[src/rtl/tlbpt_pkg.sv]
// Shared widths and controller/datapath handshake types for the TLB block.
`timescale 1ns / 1ps

package tlbpt_pkg;

    // Fixed widths of the request and response fields
    localparam int VPN_IN_W    = 16;
    localparam int FRAME_OUT_W = 8;

    // Per-cycle commands from the controller to the datapath
    typedef struct packed {
        logic clr;     // reset-time clearing write at the sweep index
        logic load;    // capture a request and clear the per-lookup flags
        logic tlb_rd;  // read the next TLB way of the set
        logic tlb_wb;  // compare and age the way read last cycle
        logic pt_rd;   // read the page table entry of the request
        logic pt_chk;  // take the page table answer
        logic fr_rd;   // read the next frame record
        logic fr_wb;   // allocate or age the frame read last cycle
        logic evict;   // evict the oldest frame when none was free
        logic fill;    // refill the TLB victim, map the page on a fault
    } t_cmd;

    // Status back to the controller
    typedef struct packed {
        logic clr_last;
        logic way_done;
        logic frame_done;
        logic tlb_hit;
        logic pt_hit;
    } t_sts;

endpackage

[src/rtl/tlbpt_ctrl.sv]
// Sequencing state machine of the TLB block: clear pass, lookup, table walk, refill.
`timescale 1ns / 1ps

module tlbpt_ctrl (
    input  logic              i_clk,
    input  logic              i_rst_n,
    input  logic              i_in_valid,
    output logic              o_in_ready,
    output logic              o_out_valid,
    input  logic              i_out_ready,
    input  tlbpt_pkg::t_sts   i_sts,
    output tlbpt_pkg::t_cmd   o_cmd
);

    localparam logic [3:0] S_CLEAR    = 4'd0;
    localparam logic [3:0] S_IDLE     = 4'd1;
    localparam logic [3:0] S_TLB      = 4'd2;
    localparam logic [3:0] S_TLB_DONE = 4'd3;
    localparam logic [3:0] S_PT_CHK   = 4'd4;
    localparam logic [3:0] S_FRAME    = 4'd5;
    localparam logic [3:0] S_EVICT    = 4'd6;
    localparam logic [3:0] S_FILL     = 4'd7;
    localparam logic [3:0] S_OUT      = 4'd8;

    logic [3:0] r_state, n_state;
    logic       r_pend, n_pend;   // a memory read is in flight

    // State and read-pending registers
    always_ff @(posedge i_clk) begin
        if (!i_rst_n) begin
            r_state <= S_CLEAR;
            r_pend  <= 1'b0;
        end else begin
            r_state <= n_state;
            r_pend  <= n_pend;
        end
    end

    // Next state and commands
    always_comb begin
        n_state     = r_state;
        n_pend      = 1'b0;
        o_cmd       = '0;
        o_in_ready  = 1'b0;
        o_out_valid = 1'b0;
        unique case (r_state)
            S_CLEAR: begin
                o_cmd.clr = 1'b1;
                if (i_sts.clr_last) n_state = S_IDLE;
            end
            S_IDLE: begin
                o_in_ready = 1'b1;
                if (i_in_valid) begin
                    o_cmd.load = 1'b1;
                    n_state    = S_TLB;
                end
            end
            S_TLB: begin
                o_cmd.tlb_rd = !i_sts.way_done;
                o_cmd.tlb_wb = r_pend;
                n_pend       = o_cmd.tlb_rd;
                if (i_sts.way_done && r_pend) n_state = S_TLB_DONE;
            end
            S_TLB_DONE: begin
                if (i_sts.tlb_hit) begin
                    n_state = S_OUT;
                end else begin
                    o_cmd.pt_rd = 1'b1;
                    n_state     = S_PT_CHK;
                end
            end
            S_PT_CHK: begin
                o_cmd.pt_chk = 1'b1;
                n_state      = i_sts.pt_hit ? S_FILL : S_FRAME;
            end
            S_FRAME: begin
                o_cmd.fr_rd = !i_sts.frame_done;
                o_cmd.fr_wb = r_pend;
                n_pend      = o_cmd.fr_rd;
                if (i_sts.frame_done && r_pend) n_state = S_EVICT;
            end
            S_EVICT: begin
                o_cmd.evict = 1'b1;
                n_state     = S_FILL;
            end
            S_FILL: begin
                o_cmd.fill = 1'b1;
                n_state    = S_OUT;
            end
            S_OUT: begin
                o_out_valid = 1'b1;
                if (i_out_ready) n_state = S_IDLE;
            end
            default: begin
                n_state = S_CLEAR;
            end
        endcase
    end

endmodule

[config.mk]
export PLATFORM = sky130hd
export DESIGN_NAME = tlbpt_ctrl
export DESIGN_NICKNAME = d
export VERILOG_FILES = /design/src/rtl/tlbpt_pkg.sv /design/src/rtl/tlbpt_ctrl.sv
export SDC_FILE = /design/constraint.sdc
export NUM_CORES = 1
export LEC_CHECK = 0
export ABC_AREA = 1
export BUFFER_PORTS_ARGS = -buffer_cell sky130_fd_sc_hd__buf_4
export CAP_MARGIN = 20
export CORE_AREA = 4 4 41 43
export DETAILED_ROUTE_END_ITERATION = 12
export DIE_AREA = 0 0 45 47
export HOLD_SLACK_MARGIN = 0.12
export SYNTH_ARGS = -nofsm -noshare
export SYNTH_HDL_FRONTEND = slang
export SYNTH_SLANG_ARGS = --single-unit
[constraint.sdc]
create_clock -name i_clk -period 3.1 [get_ports i_clk]
set_clock_uncertainty 0.05 [all_clocks]
set_input_delay 0.155 -clock i_clk [delete_from_list [all_inputs] [get_ports i_clk]]
set_output_delay 0.155 -clock i_clk [all_outputs]
set_load 0.03 [all_outputs]
Word-level counts from Yosys, hierarchy flattened
Cells that the tools add are included.

Multiplexer cells: 21. Reduce and logical (&&, ||, !) cells: 6. Eq/ne operators: 13.

Operators by type and width (number): $pmux W4 S9 (1); $mux W4 (6); $eq A4 B3 Y1 const B (4); $mux W1 (10); $ne A2 B2 Y1 const B (5); $eq A4 B2 Y1 const B (2); $mux W2 (3); $reduce_and A5 Y1 (1); $eq A4 B1 Y1 const B (1); $eq A4 B4 Y1 const B (1); $logic_not A4 Y1 (1); $logic_and A1 B1 Y1 (2); $logic_not A1 Y1 (2); $pmux W1 S2 (1).

Register bits after elaboration: 5. Word-level logic and storage cells: 42. Output and inout port bits: 12.

Depth between registers and ports, before layout
Gate-level depths: netlist (run 1).

Word-level depth: 3. Mapped depth: 9.

Worst setup path before layout (run 1)
Ideal clock, no wire load.

Path type: reg-to-reg. Start: register r_state[1]. End: register r_state[2]. Path slack: 1.606 ns. Period minus slack after synthesis: 1.494 ns. Stages on the path, launching flop included: 4. Arrival: 1.384 ns. Cells stage by stage: dfxtp_1 nand2_1 nor4_2 o21a_1.

Longest elaborated chain between the ends: 3. Elaborated cells between the ends (all ways): 16.

Ends and longest elaborated chain: start, declared (RTL line tlbpt_ctrl.sv:25) `logic [3:0] r_state, n_state;`; start signal, assigned (RTL line tlbpt_ctrl.sv:34) `r_state <= n_state;`; $eq A4 B3 Y1, or another cell as far along (RTL line tlbpt_ctrl.sv:46) `unique case (r_state)`; $ne A2 B2 Y1 (no line); $reduce_and A5 Y1 (no line).

Parallel ways exist; a longest one is shown, timed or not. A chain may end at the register's enable or synchronous reset.

==> results of run 1 <==
## layout make-up
class	instances	share of cell area (%)
inverter	13	7.99
clock buffer	4	4.30
multi-input combinational	52	42.0
sequential	5	16.4
timing repair buffer	21	26.2
tap	15	3.07
## path summary, 6_finish.rpt
path	endpoint	slack, ps	depth (start not counted)
worst max-delay path	o_cmd[7]	1540	4
worst min-delay path	r_state[3]	190	3
worst max register to register	r_state[1]	1820	7
worst min register to register	r_state[0]	550	2
## metal layers
layer  vias up  global-route usage [%]  wire length, microns
met3         2                    1.15                    76
met5         -                       0                     0
met1       199                    13.2                   425
li1        267                       -                     -
met4         0                    8.77                    17
met2        13                    17.2                   446
## power by group through the flow
stage | Combinational [mW] | Clock, mW | Sequential (mW)
final | 0.310 | 0.0733 | 0.118
after global routing | 0.350 | 0.0830 | 0.123
after CTS | 0.315 | 0.0781 | 0.118
after detailed placement | 0.313 | 0 | 0.119
after global placement | 0.316 | 0 | 0.119
after floorplan | 0.232 | 0 | 0.114
## kinds of logic after synthesis
logic type      count (synthesis)  share of synthesized area [%]
flops                           5                           24.7
simple gates                   47                           54.9
compound gates                  5                           8.33
buf+inv                        13                           12.0
## worst max-delay path: cells and delay by family (launching register included)
family	cells	cell delay (ps)
flip-flops	1	350
buffers and inverters	1	180
AND/OR/NAND/NOR	3	580
## timing repair
action,CTS,global route
buffers inserted,0,0
hold buffers,1,0
resized for setup,0,0
hold endpoints to repair,2,0
## sequential cells by signal, indices dropped and copies added, names as in the netlist
name / cells
r_pend: 1
r_state: 4
## cell usage in the layout, fill, tap and decap left out, drive strengths merged
| cell | synthesis | layout |
|---|---|---|
| buf | 0 | 20 |
| nor4 | 1 | 1 |
| o21ai | 1 | 1 |
| nand2 | 14 | 14 |
| nor2 | 20 | 20 |
| nand3b | 1 | 1 |
| clkbuf | 0 | 4 |
| dlygate4sd3 | 0 | 1 |
| nor3 | 2 | 2 |
| inv | 13 | 13 |
| a31oi | 1 | 1 |
| a21boi | 1 | 1 |
| nand3 | 9 | 9 |
| dfxtp | 5 | 5 |
| o21a | 2 | 2 |
## metrics by stage
stage / hold WS [ps] / std cells / power [mW] / utilization, % / area, sq um
after CTS: 193 / 110 / 0.511 / 46.9 / 611
after floorplan: 223 / 70 / 0.346 / - / 405
final: 194 / 110 / 0.502 / 46.9 / 611
after global placement: 359 / 105 / 0.435 / 44.1 / 574
after global routing: 193 / 110 / 0.556 / 46.9 / 611
after detailed placement: 354 / 105 / 0.433 / 44.1 / 574
==> impl_metrics.ini, run 1 <==
[cts]
clk_pin_slew_ps = 40
clock_latency_ps = 240
clock_path_buffers = 2
cts_buffers = 3
cts_tree = done
htreeDepth = 1
numClockSinks = 5
clock-root-buffer = clkbuf_4

[synthesis]
yosysTopAreaCell = dfxtp_1
yosysMostFrequentCell = nor2_1
avgSynthCellArea_sq_um = 5.79
netlist_top_cells_area = dfxtp_1 25%, nor2_1 16%, nand2_1 12%
syn_nets = 79
yosysSeqAreaShare_pct = 24.7
synth_flop_cell = dfxtp_1
yosysWarningCount = 0
ys_types = 16
syn_area_sq_um = 405
async_reset_ff_share_pct = 0
synth_top_cell_area_share_pct = 24.7
netlist_instances = 70
ys_seq_elements = 5
yosys-top-cells-count = 17 x nor2_1, 13 x nand2_1, 9 x nand3_1
synth_edf_count = 0

[floorplan]
ios = 21
rows = 13
dieArea_sq_um = 2120
die_w_microns = 45
die_h_microns = 47
initial_utilization_pct = 31.2
core_area_sq_um = 1300

[setup_path]
cp-end-kind = output port
crit_type = register to output port
cp_cell_sequence = nor2_1 > nand2_1 > nor2_1 > buf_4
cp_slowest_cell = dfxtp_1
crit_path_frequent_cell = nor2_1
startpoint = r_state[3]
cp_max_fo = 6
crit_path_start_kind = register
crit_required_ps = 2890
critPathArrivalTime_ps = 1350
r2r_start = r_state[3]
cpPeakStageDelay_ps = 350

[pwr]
power-per-cell-area_nw_per_um2 = 822
vdd_drop_max_v = 0.000357
p_seq_share_pct = 23.5
intPower_mw = 0.246
p_leak_nw = 0.334
p_sw_share_pct = 51.0
p_switching_mw = 0.256
p_clk_share_pct = 14.6
comb_power_share_pct = 61.8

[grt]
antenna_found_initial = 0
grt_overflow = 0
grt_pass1_vias = 428
grtUsageTotal_pct = 10.8
grt_max_degree = 7
grt_pass1_wl_microns = 1640

[run_status]
outcome = completed

[timing]
rsz0062_at_grt = no
layout_min_cycle_time_ps = 1560
worst_pin_slew_ps = 361
tns_ps = 0
finalSetupViolCount = 0
final_max_slew_viol_count = 0
fin_crit_sh_pct = 50.3
hold_viol = 0
final.setup.worst_slack_ps = 1540
max-slew-margin-rel_pct = 75.8
fmax_mhz = 642

[route]
viasPerCell = 4.37
drt-total-wl_microns = 965
drt-wirelength-per-cell_microns = 8.77
drc_errors = 0
vias = 481
drt.antenna.violating_nets = 0
drtPass1Iterations = 4
first_iter_violations = 6

[run]
maxCapViolations = 0

[placed_design]
pre_cts_ws_ps = 1780
place_hpwl_microns = 822
portBuffers = 20
place_congestion = 0.758

[layout]
register_area_sq_um = 100
multiInputGateArea_sq_um = 256
nets = 105
areaGrowthSynthToFinish_pct = 50.6
fill_cells = 152
drive_gt1_share_pct = 34.7
diodes = 0

[min_path]
hp-class = input pin to register
min-delay-start = i_sts[1]
(Power assumes the default switching activity.)
==> run 2, diff against run 1 <==
==> constraint.sdc (replaced) <==
create_clock -name i_clk -period 1.25 [get_ports i_clk]
set_clock_uncertainty 0.05 [all_clocks]
set_input_delay 0.0625 -clock i_clk [delete_from_list [all_inputs] [get_ports i_clk]]
set_output_delay 0.0625 -clock i_clk [all_outputs]
set_load 0.03 [all_outputs]
==> run 2 against run 1 <==
Effect of this change: the run now ends with setup timing left; global-route usage rose by 3.7 points; register-to-register slack got worse by 1800 ps; die area did not move; non-clock buffer count rose by 14; clock power rose by 140%; sequential share of layout area fell by 3.2 points; sequential power rose to 2.9 times the previous value; core utilization rose by 18 points; largest power group unchanged.
==> impl_metrics.ini, run 2 (synthesis gave the netlist of run 1 again) <==
[cts]
clock-root-buffer = clkbuf_4
cts_buffers = 3
clock_latency_ps = 230
clock_path_buffers = 2
numClockSinks = 5
clk_pin_slew_ps = 40
htreeDepth = 1
cts_tree = done

[route]
drtPass1Iterations = 3
drt-wirelength-per-cell_microns = 10.4
first_iter_violations = 15
vias = 568
drt.antenna.violating_nets = 0
drc_errors = 0
viasPerCell = 4.58
drt-total-wl_microns = 1280

[pwr]
p_switching_mw = 0.803
p_sw_share_pct = 48.6
comb_power_share_pct = 68.5
p_leak_nw = 0.425
p_seq_share_pct = 20.7
vdd_drop_max_v = 0.00124
intPower_mw = 0.848
p_clk_share_pct = 10.8
power-per-cell-area_nw_per_um2 = 1940

[placed_design]
place_area_sq_um = 673
place_congestion = 0.805
place_hpwl_microns = 940
portBuffers = 20

[setup_path]
cp_cell_sequence = buf_6 > inv_4 > nand2_4 > buf_6 > nor3_4 > buf_6
crit_path_frequent_cell = buf_6
cpPeakStageDelay_ps = 340
crit_required_ps = 1140
cp-end-kind = output port
critPathTopFamily = buffers and inverters
critPathArrivalTime_ps = 1210
crit_path_start_kind = register
crit_type = register to output port
cp_num_buf_inv = 4
cp_slowest_cell = dfxtp_2
cp_max_fo = 4

[run_status]
outcome = finished, violations left
violations = setup timing

[grt]
met3_usage_pct = 2.30
grt_max_degree = 7
grt_pass1_vias = 536
grt_use_met1_pct = 17.6
grtUsageTotal_pct = 14.6
grt_use_met2_pct = 25.1
grt.busiest_layer = met2
grt_overflow = 0
antenna_found_initial = 0
grt_pass1_wl_microns = 2220

[layout]
areaGrowthSynthToFinish_pct = 110
top_regs = r_state: 4 flops, r_pend: 1 flops
layout_commonest_cell = buf_4
fill_cells = 119
register_area_sq_um = 113
nets = 119
top_register = r_state
fin_area_sq_um = 851
final_cell_mix = 22 x buf_4, 12 x nor2_1, 10 x buf_6
multiInputGateArea_sq_um = 329
drive_gt1_share_pct = 56.9
largest_reg_flops = 4
diodes = 0

[run]
maxCapViolations = 0

[floorplan]
dieArea_sq_um = 2120
rows = 13
core_area_sq_um = 1300
die_h_microns = 47
ios = 21
die_w_microns = 45
initial_utilization_pct = 31.2

[timing]
worst_pin_slew_ps = 216
max-slew-margin-rel_pct = 85.5
rsz0062_at_grt = yes
timing.hold.ws_ps = 111
fmax_mhz = 758
fin_crit_sh_pct = 106
final_max_slew_viol_count = 0
hold_viol = 0
layout_min_cycle_time_ps = 1320
finalSetupViolCount = 11
final.setup.worst_slack_ps = -70.1

[min_path]
hp-class = input pin to register
## run 2: layout make-up
type / instances / share of cell area [%]
well taps: 15 / 2.21
repair buffers: 35 / 36.2
clock buffers: 4 / 3.09
inverters: 13 / 6.62
flip-flops and latches: 5 / 13.2
multi-input cells: 52 / 38.7
## run 2: final timing paths
| path | start | to | slack [ps] | cells after the start |
|---|---|---|---|---|
| hold / removal | i_sts[1] | r_state[3] | 110 | 3 |
| setup / recovery | r_state[3] | o_cmd[1] | -70 | 6 |
| hold reg to reg | r_state[0] | r_state[0] | 520 | 2 |
| setup reg to reg | r_state[0] | r_state[1] | -20 | 8 |
## run 2: worst reg2reg max path: cells and delay by family (launching register included)
kind | cells | cell delay [ps]
buf+inv | 2 | 170
flops | 1 | 410
simple gates | 6 | 530
## run 2: per-layer routing
layer  share of wire (%)  vias up
li1                    -      297
met1                  43      263
met2                  54        8
met3                 3.3        0
met4                   0        0
met5                   0        -
## run 2: timing repair
action | CTS | global route
setup endpoints to repair | 14 | 14
resized for setup | 16 | 17
endpoints found under the hold margin | 5 | 0
pin swaps | 2 | 5
setup buffers | 1 | 3
hold buffers | 4 | 0
## run 2: metrics by stage
| step | util (%) | std cells | worst slack [ps] | setup TNS [ps] | total power [mW] |
|---|---|---|---|---|---|
| finish | 65.4 | 124 | -70.1 | -430 | 1.65 |
| global route | 65.4 | 124 | -138 | -1460 | 1.81 |
| CTS | 61.3 | 123 | -128 | -698 | 1.50 |
| detailed placement | 51.7 | 114 | -19.8 | -19.8 | 1.19 |
| global placement | 51.7 | 114 | -24.7 | -24.7 | 1.19 |
| floorplan | - | 70 | -65.9 | -171 | 0.896 |
## run 2: power by group through the flow
stage / registers [mW] / clock network [mW] / logic [mW]
final: 0.342 / 0.178 / 1.13
after global routing: 0.358 / 0.207 / 1.24
after CTS: 0.313 / 0.189 / 0.996
after detailed placement: 0.294 / 0 / 0.900
after global placement: 0.291 / 0 / 0.894
after floorplan: 0.289 / 0 / 0.607
==> run 3, diff against run 2 <==
==> constraint.sdc (replaced) <==
create_clock -name i_clk -period 1.07 [get_ports i_clk]
set_clock_uncertainty 0.05 [all_clocks]
set_input_delay 0.0535 -clock i_clk [delete_from_list [all_inputs] [get_ports i_clk]]
set_output_delay 0.0535 -clock i_clk [all_outputs]
set_load 0.03 [all_outputs]
==> run 3 against run 2 <==
Effect of this change: the flow still finishes with violations (setup timing); core utilization rose by 5.0 points; first-iteration DRC count grew 13%; global-route usage is 0.55 points higher; combinational power increased by 32%; critical endpoint is now o_cmd[9]; final cell count increased by 0.81%; design area is 7.6% higher; sequential share of layout area is 0.67 points lower; routed wire length increased by 8.1%; die area unchanged.
==> impl_metrics.ini, run 3 (synthesis gave the netlist of run 1 again) <==
[floorplan]
die_h_microns = 47
ios = 21
core_area_sq_um = 1300
die_w_microns = 45
rows = 13
dieArea_sq_um = 2120
initial_utilization_pct = 31.2

[cts]
htreeDepth = 1
clock_path_buffers = 2
clock-root-buffer = clkbuf_4
clock_latency_ps = 250
clk_pin_slew_ps = 50
cts_hold_buf = 1
cts_buffers = 3
cts_tree = done
numClockSinks = 5

[run_status]
violations = setup timing
outcome = finished, violations left

[layout]
areaGrowthSynthToFinish_pct = 126
nets = 120
top_register = r_state
final_cell_mix = 19 x buf_4, 16 x buf_6, 8 x nand2_1
largest_reg_flops = 4
final_cell_count_no_fill = 125
drive_gt1_share_pct = 68.2
diodes = 0
layout_commonest_cell = buf_4
top_regs = r_state: 4 flops, r_pend: 1 flops
fin_area_sq_um = 916
fill_cells = 110

[pwr]
p_switching_mw = 1.01
p_sw_share_pct = 47.9
p_seq_share_pct = 18.4
vdd_drop_max_v = 0.00153
p_leak_nw = 0.441
comb_power_share_pct = 70.8
p_clk_share_pct = 10.8
intPower_mw = 1.09
power-per-cell-area_nw_per_um2 = 2300

[timing]
layout_min_cycle_time_ps = 1310
finalSetupViolCount = 16
tns_ps = -2790
hold_viol = 0
fin_crit_sh_pct = 122
final.setup.worst_slack_ps = -238
fmax_mhz = 764
rsz0062_at_grt = yes
max-slew-margin-rel_pct = 83.2
worst_pin_slew_ps = 250
final_max_slew_viol_count = 0

[setup_path]
crit_path_start_kind = register
cp_max_fo = 5
r2r_slack_ps = -190
r2r-end = r_state[1]
crit_type = register to output port
reg2regPathDepth = 9
cp-end-kind = output port
r2r_start = r_state[0]
critPathArrivalTime_ps = 1200
crit_required_ps = 970

[placed_design]
dp_cells = 115
place_hpwl_microns = 976
place_area_sq_um = 712
pre_cts_ws_ps = -160
portBuffers = 20
place_congestion = 0.804

[grt]
grt_pass1_wl_microns = 2330
antenna_found_initial = 0
grt_overflow = 0
grt_pass1_vias = 567
grtUsageTotal_pct = 15.1
grt_max_degree = 7

[route]
drc_errors = 0
first_iter_violations = 17
drt-wirelength-per-cell_microns = 11.1
drt-total-wl_microns = 1390
vias = 578
drtPass1Iterations = 4
viasPerCell = 4.62
drt.antenna.violating_nets = 0

[min_path]
min-delay-start = i_sts[2]
hp-class = input pin to register
whs_endpoint = r_pend
holdPathStages = 3

[run]
maxCapViolations = 0
[run 3: cell types whose count changed in the layout (fill, tap and decap cells not counted), sizes merged]
cell / previous run / this run
buf: 32 / 35
dlygate4sd3: 3 / 1
[run 3: cell type report]
type                            count  area, sq um  share of cell area (%)
Multi-Input combinational cell     52          369                    40.3
Sequential cell                     5          115                    12.6
Clock buffer                        4         26.3                    2.87
Tap cell                           15         18.8                    2.05
Inverter                           13         53.8                    5.87
Timing Repair Buffer               36          333                    36.3
[run 3: power groups by stage]
stage	Combinational (mW)	Sequential, mW	Clock, mW
2_1_floorplan	0.735	0.371	0
3_3_place_gp	1.11	0.373	0
3_5_place_dp	1.11	0.376	0
4_1_cts	1.41	0.379	0.233
5_1_grt	1.63	0.401	0.248
6_report	1.49	0.386	0.228
[run 3: worst max path at each step]
stage,start,end,slack [ps]
3_3_place_gp,r_state[2],r_state[1],-150
4_1_cts,r_state[0],o_cmd[9],-230
5_1_grt,r_state[0],r_state[0],-320
2_1_floorplan,r_state[0],r_state[2],-130
6_report,r_state[1],o_cmd[9],-240
3_5_place_dp,r_state[2],r_state[1],-160
[run 3: layer usage]
layer	routed length (microns)	GRT usage [%]	part of all wire, %
met3	86	4.60	6.2
met2	746	25.1	54
met1	545	17.8	39
met4	10	7.02	0.72
met5	0	0	0
[run 3: what timing repair did]
item                                    CTS  global route
gates resized for setup                  27            12
endpoints found under the setup margin   16            17
pin swaps                                 6             8
buffers inserted                          6             0
endpoints found under the hold margin     5             1
[run 3: per-stage QoR]
| step | hold WS [ps] | power [mW] | util [%] |
|---|---|---|---|
| after floorplan | 97.8 | 1.11 | - |
| after global placement | 255 | 1.49 | 54.7 |
| after detailed placement | 253 | 1.49 | 54.7 |
| after CTS | 95.2 | 2.02 | 67.4 |
| after global routing | 114 | 2.28 | 70.4 |
| final | 95.3 | 2.10 | 70.4 |
[run 3: worst max-delay path: stages (launching register included)]
cell and delay [ps]:
dfxtp_4 370, nor2_4 150, inv_2 60, buf_6 120, nor3_4 100, buf_6 150
